<file path="src/rtl/ldd_pkg.sv">
// Shared constants, types and codes of the lock wait-for deadlock detector.
// No dependencies; every other file of the block refers to this package.
package ldd_pkg;

	localparam int MAX_THREADS = 64;
	localparam int MAX_LOCKS   = 64;
	localparam int ID_W        = 64;
	localparam int TIDX_W      = $clog2(MAX_THREADS);
	localparam int TCNT_W      = $clog2(MAX_THREADS + 1);
	localparam int LIDX_W      = $clog2(MAX_LOCKS);
	localparam int LCNT_W      = $clog2(MAX_LOCKS + 1);
	localparam int WAIT_W      = 7;
	localparam logic [WAIT_W-1:0] WAITER_MAX = 7'd127;
	localparam int FIFO_DEPTH  = 4;
	localparam int FIFO_AW     = $clog2(FIFO_DEPTH);

	typedef enum logic [1:0] {
		OP_REQUEST = 2'd0,
		OP_ACQUIRE = 2'd1,
		OP_RELEASE = 2'd2,
		OP_CHECK   = 2'd3
	} op_t;

	typedef enum logic [1:0] {
		ST_OK          = 2'd0,
		ST_THREAD_FULL = 2'd1,
		ST_LOCK_FULL   = 2'd2,
		ST_UNKNOWN     = 2'd3
	} status_t;

	typedef struct packed {
		op_t             op;
		logic [ID_W-1:0] tid;
		logic [ID_W-1:0] addr;
	} item_t;

	// one saved depth-first stack frame
	typedef struct packed {
		logic [TIDX_W-1:0] node;
		logic [TCNT_W-1:0] next;
	} frame_t;

endpackage

</file>
<file path="src/rtl/ldd_if.sv">
// Handshake channels of the detector: lock events in, results out.
// Depends on ldd_pkg for field widths.
interface ldd_req_if;
	logic                        valid;
	logic                        ready;
	logic [1:0]                  operation;
	logic [ldd_pkg::ID_W-1:0]    thread_id;
	logic [ldd_pkg::ID_W-1:0]    lock_addr;
	modport source (output valid, operation, thread_id, lock_addr, input ready);
	modport sink (input valid, operation, thread_id, lock_addr, output ready);
endinterface


</file>
<file path="src/rtl/ldd_front.sv">
// Front end: accepts lock events, decodes the operation, queues them.
// Depends on ldd_pkg and ldd_req_if.
module ldd_front (
	input  logic          clk,
	input  logic          arst_n,
	ldd_req_if.sink       req,
	output logic          item_valid,
	input  logic          item_ready,
	output ldd_pkg::item_t item
);

	ldd_pkg::item_t                fifo_mem [ldd_pkg::FIFO_DEPTH];
	logic [ldd_pkg::FIFO_AW-1:0]   wr_ptr_q;
	logic [ldd_pkg::FIFO_AW-1:0]   rd_ptr_q;
	logic [ldd_pkg::FIFO_AW:0]     cnt_q;
	logic                          push;
	logic                          pop;
	ldd_pkg::item_t                in_item;

	assign req.ready  = (cnt_q != (ldd_pkg::FIFO_AW+1)'(ldd_pkg::FIFO_DEPTH));
	assign item_valid = (cnt_q != '0);
	assign push       = req.valid && req.ready;
	assign pop        = item_valid && item_ready;
	assign item       = fifo_mem[rd_ptr_q];

	// classify the raw operation code
	always_comb begin
		in_item.op   = ldd_pkg::op_t'(req.operation);
		in_item.tid  = req.thread_id;
		in_item.addr = req.lock_addr;
	end

	always_ff @(posedge clk) begin
		if (push) begin
			fifo_mem[wr_ptr_q] <= in_item;
		end
	end

	always_ff @(posedge clk or negedge arst_n) begin
		if (!arst_n) begin
			wr_ptr_q <= '0;
			rd_ptr_q <= '0;
			cnt_q    <= '0;
		end else begin
			if (push) wr_ptr_q <= wr_ptr_q + 1'b1;
			if (pop) rd_ptr_q <= rd_ptr_q + 1'b1;
			if (push && !pop) cnt_q <= cnt_q + 1'b1;
			else if (!push && pop) cnt_q <= cnt_q - 1'b1;
		end
	end

endmodule

</file>
<file path="src/flat_wrapper.sv">
// flat-port wrapper written by rule: the top's interface ports become plain ports
module ldd_front_flat 
  (clk, arst_n, item_valid, item_ready, item, req_valid, req_operation, req_thread_id, req_lock_addr, req_ready);
  ldd_req_if req_i ();
  input  logic clk;
  input  logic arst_n;
  output logic item_valid;
  input  logic item_ready;
  output ldd_pkg::item_t item;
  input wire logic [$bits(req_i.valid)-1:0] req_valid;
  input wire logic [$bits(req_i.operation)-1:0] req_operation;
  input wire logic [$bits(req_i.thread_id)-1:0] req_thread_id;
  input wire logic [$bits(req_i.lock_addr)-1:0] req_lock_addr;
  output wire logic [$bits(req_i.ready)-1:0] req_ready;
  assign req_i.valid = req_valid;
  assign req_i.operation = req_operation;
  assign req_i.thread_id = req_thread_id;
  assign req_i.lock_addr = req_lock_addr;
  assign req_ready = req_i.ready;
  ldd_front u_core (.clk(clk), .arst_n(arst_n), .req(req_i), .item_valid(item_valid), .item_ready(item_ready), .item(item));
endmodule
</file>
<file path="config.mk">
export PLATFORM = sky130hd
export DESIGN_NAME = ldd_front_flat
export DESIGN_NICKNAME = d
export VERILOG_FILES = /design/src/rtl/ldd_pkg.sv /design/src/rtl/ldd_if.sv /design/src/rtl/ldd_front.sv /design/src/flat_wrapper.sv
export SDC_FILE = /design/constraint.sdc
export NUM_CORES = 1
export LEC_CHECK = 0
export BUFFER_PORTS_ARGS = -buffer_cell sky130_fd_sc_hd__clkbuf_2
export CAP_MARGIN = 20
export CORE_UTILIZATION = 50
export DETAILED_ROUTE_END_ITERATION = 10
export PLACE_DENSITY = 0.74
export SETUP_SLACK_MARGIN = 0.05
export SLEW_MARGIN = 0
export SYNTH_ARGS = -nofsm -noshare
export SYNTH_HDL_FRONTEND = slang
export SYNTH_SLANG_ARGS = --single-unit
</file>
<file path="constraint.sdc">
create_clock -name clk -period 12.24 [get_ports clk]
set_input_delay 1.836 -clock clk [delete_from_list [all_inputs] [get_ports clk]]
set_output_delay 1.836 -clock clk [all_outputs]
set_load 0.02 [all_outputs]
</file>
### Word level (Yosys, flattened, before mapping)

Memory sizes are Yosys's and may differ from the RTL's.
Index checks and enable logic that the tools add are counted.

| storage, ports and cells | value |
|---|---|
| flip-flop bits (word level) | 7 |
| bits in writable memories | 520 |
| input port bits | 134 |
| output and inout port bits | 132 |
| logic and storage cells | 21 |
| memories kept | 1 |

| cells by class | value |
|---|---|
| $add $sub $neg | 4 |
| eq/ne operators | 1 |
| mux-type cells | 4 |
| reductions and logical operators | 8 |

Memory list:

| memory | words | width | read ports | clocked after Yosys merged registers in | wr ports | RTL line | source |
|---|---|---|---|---|---|---|---|
| u_core.fifo_mem | 4 | 130 | 1 | 0 | 1 | ldd_front.sv:12 | `ldd_pkg::item_t fifo_mem [ldd_pkg::FIFO_DEPTH];` |

Operators by type and width:

| kind | count |
|---|---|
| $mux W3 | 2 |
| $add A2 B1 Y2 const B | 2 |
| $logic_and A1 B1 Y1 | 4 |
| $add A3 B1 Y3 const B | 1 |
| $ne A3 B3 Y1 const B | 1 |
| $reduce_bool A3 Y1 | 1 |
| $sub A3 B1 Y3 const B | 1 |
| $logic_not A1 Y1 | 2 |
| $mux W1 | 2 |
| $reduce_bool A2 Y1 | 1 |

### Logic depth before layout (Yosys ltp)

| logic depth | value |
|---|---|
| depth in word-level cells | 6 |
| depth in mapped cells | 8 |
| mapped depth without buffers | 8 |

### Worst setup path before layout

No wires, ideal clock.

| timing path | value |
|---|---|
| kind | input-to-reg |
| from | in req_valid |
| to | mem u_core.fifo_mem[0][0] in the netlist's numbering (enable) |
| setup time | 0.505 ns |
| arrival time | 5.125 ns |
| required time | 11.735 ns |
| path slack | 6.610 ns |
| cell stages on the path | 2 |
| buffers on the path | 0 |
| path through | a21boi_2 -> and2_1 |

| between the ends | value |
|---|---|
| longest elaborated chain between the ends | 3 |

RTL lines:

| element | RTL line | source |
|---|---|---|
| start: declaration | flat_wrapper.sv:10 | `input wire logic [$bits(req_i.valid)-1:0] req_valid;` |
| $logic_and A1 B1 Y1 | ldd_front.sv:22 | `assign push = req.valid && req.ready;` |
| $mux W1 | ldd_front.sv:34 | `if (push) begin` |
| $mux W1 (implied by the code) | ldd_front.sv:35 | `fifo_mem[wr_ptr_q] <= in_item;` |
| end: declaration | ldd_front.sv:12 |  |

No other way between the ends.

==> out/metrics.yaml <==
reg2reg_from: "u_core.cnt_q[0]"
dieWidth_um: 198
totalPowerFinal_mw: 5.81
worst-endpoint-required_ns: 10.40
routed_wl_mm: 35.7
slew_headroom_pct: 36.9
fin_crit_ns: 5.34
fmax_ghz: 0.187
clk_latency_ns: 0.59
reg2reg_setup_slack_ns: 9.54
core_um2: 37700
drive_above_1_share_pct: 46.0
fill_cells: 2684
cap_violations: 0
design_area_um2: 22700
critPathArrivalTime_ns: 3.51
antenna_found_initial: 4
hp-start: "u_core.cnt_q[2]"
setup_viol: 0
clock_skew_ns: 0.0130
hold_violations: 0
p_leak_nw: 7.75
crit_type: "flip-flop to primary output"
gp_congestion: 0.725
io_pins: 266
yosysWarnings: 0
clkSinkCount: 527
worst_pin_slew_ns: 0.947
die_h_um: 198
multi_input_area_um2: 3160
startpoint_type: "flip-flop"
final_nets: 1157
cts_resized: 0
grtUsageTotal_pct: 18.6
numCtsBuffers: 52
most-common-layout-cells: "520 x edfxtp_1, 265 x clkbuf_2, 130 x mux4_2, 52 x clkbuf_16, 16 x clkbuf_1"
cts_buffer_depth: 3
cts_hold_buf: 0
finalCritPeriodShare_pct: 43.6
via_count: 8545
fin_setup_tns_ns: 0
ys_ff_latch: 527
synthesis.area_um2: 19200
cts_tree: "done"
post_cts_buffers: 0
drcViolationCount: 0
place_hpwl_mm: 21.0
layout_commonest_cell: "edfxtp_1"
worstHoldPathType: "flip-flop to flip-flop"
yosysUniqueCellTypes: 20
status: "finished, final reports clean"
grt_pass1_wl_mm: 53.4
seq_area_frac_synth_pct: 82.4
critPathMaxFanout: 46
dr.pass1.iters: 5
timing.hold.ws_ns: 0.532
seqCellArea_um2: 15800
worstSetupEndpointType: "primary output"
htree_levels: 2
ir_worst_vdd_uv: 143
clkTransAtPathRegs_ns: 0.06
holdPathEnd: "u_core.cnt_q[2]"
powerDensity_nw_per_um2: 256
drtIter0Drc: 432
post-route-worst-setup-slack_ns: 6.90
wl_per_cell_um: 22.8
dp_cells: 1473
drv_slew: 0
areaGrowthSynthToFinish_pct: 18.4
syn_inst: 715
rows: 71
portBuffers: 265
postPlaceCellArea_um2: 21000
final_cell_count_no_fill: 1570
ant_nets: 0
reg2reg_to: "u_core.fifo_mem[0][91]"
reg2reg_depth: 4
synth_area_per_cell_um2: 26.8
utilization_pct: 60.2
grt_max_degree: 70
holdPathStages: 1
die_area_um2: 39100
pre_cts_slack_ns: 7.37
grt.overflow.total: 0
root_buffer: "clkbuf_16"
initial_core_util_pct: 50.9
drt-vias-per-instance: 5.44
grt_pass1_vias: 9243
syn-num-nets: 855
grt_setup_unrepaired: "no"
[critical path: stages (launching register included)]
cell and delay, ns:
dfrtp_4 0.58, buf_4 0.76, buf_4 0.71, mux4_2 0.62, clkbuf_2 0.18
[Yosys cell counts]
cell type | instances | area [um2]
nand2_1 | 2 | 7.51
fa_1 | 1 | 20.0
inv_1 | 3 | 11.3
a21boi_2 | 1 | 11.3
ha_1 | 5 | 62.6
mux4_2 | 130 | 2930
xor2_1 | 2 | 17.5
buf_6 | 10 | 113
dfrtp_1 | 7 | 175
xnor2_1 | 4 | 35.0
mux2_2 | 2 | 22.5
buf_1 | 1 | 3.75
buf_4 | 1 | 7.51
nor2_1 | 2 | 7.51
nand3_1 | 1 | 5.00
clkbuf_1 | 3 | 11.3
edfxtp_1 | 520 | 15600
and2_1 | 4 | 25.0
buf_2 | 15 | 75.1
or3_1 | 1 | 6.26
[registers in the layout (all words and copies together) (netlist names)]
register	count
u_core.rd_ptr_q	2
u_core.cnt_q	3
u_core.wr_ptr_q	2
u_core.fifo_mem	520
[per-layer routing]
metal | global-route usage (%) | vias up | part of all wire, %
met5 | 0 | - | 0.070
met4 | 5.83 | 4 | 2.3
met3 | 6.88 | 56 | 8.7
met2 | 30.0 | 283 | 49
met1 | 23.6 | 4493 | 40
li1 | - | 3709 | -
[logic make-up after synthesis]
group	after synthesis	share of synthesized area [%]
DFF	527	82.4
muxes	132	15.4
buffers and inverters	33	1.16
and+or+nand+nor	10	0.268
xor gates and xnor gates	6	0.274
adders and majority gates	6	0.431
AOI/OAI and AO/OA	1	0.0588
[worst max path at each step]
stage | start | to | slack (ns) | cells past startpoint
2_1_floorplan | req_valid | u_core.fifo_mem[0][0] | 6.61 | 2
3_3_place_gp | u_core.rd_ptr_q[0] | item[83] | 7.39 | 4
3_5_place_dp | u_core.rd_ptr_q[0] | item[27] | 7.37 | 4
4_1_cts | u_core.rd_ptr_q[0] | item[27] | 6.69 | 4
5_1_grt | u_core.rd_ptr_q[0] | item[27] | 6.53 | 4
6_report | u_core.rd_ptr_q[0] | item[27] | 6.90 | 4
[report_power, final]
group,internal [mW],switching (mW)
logic,0.694,1.08
clock network,0.890,0.640
registers,2.39,0.111
total,3.97,1.83
[area by class of cell]
cell class,count,area share (%)
sequential,527,69.6
multi-input combinational,155,13.9
timing repair buffer,278,6.33
clock buffer,68,6.00
tap,511,2.82
clock inverter,26,1.23
inverter,3,0.0496
antenna,2,0.0221
No activity file was read; power rests on OpenSTA's default activity.
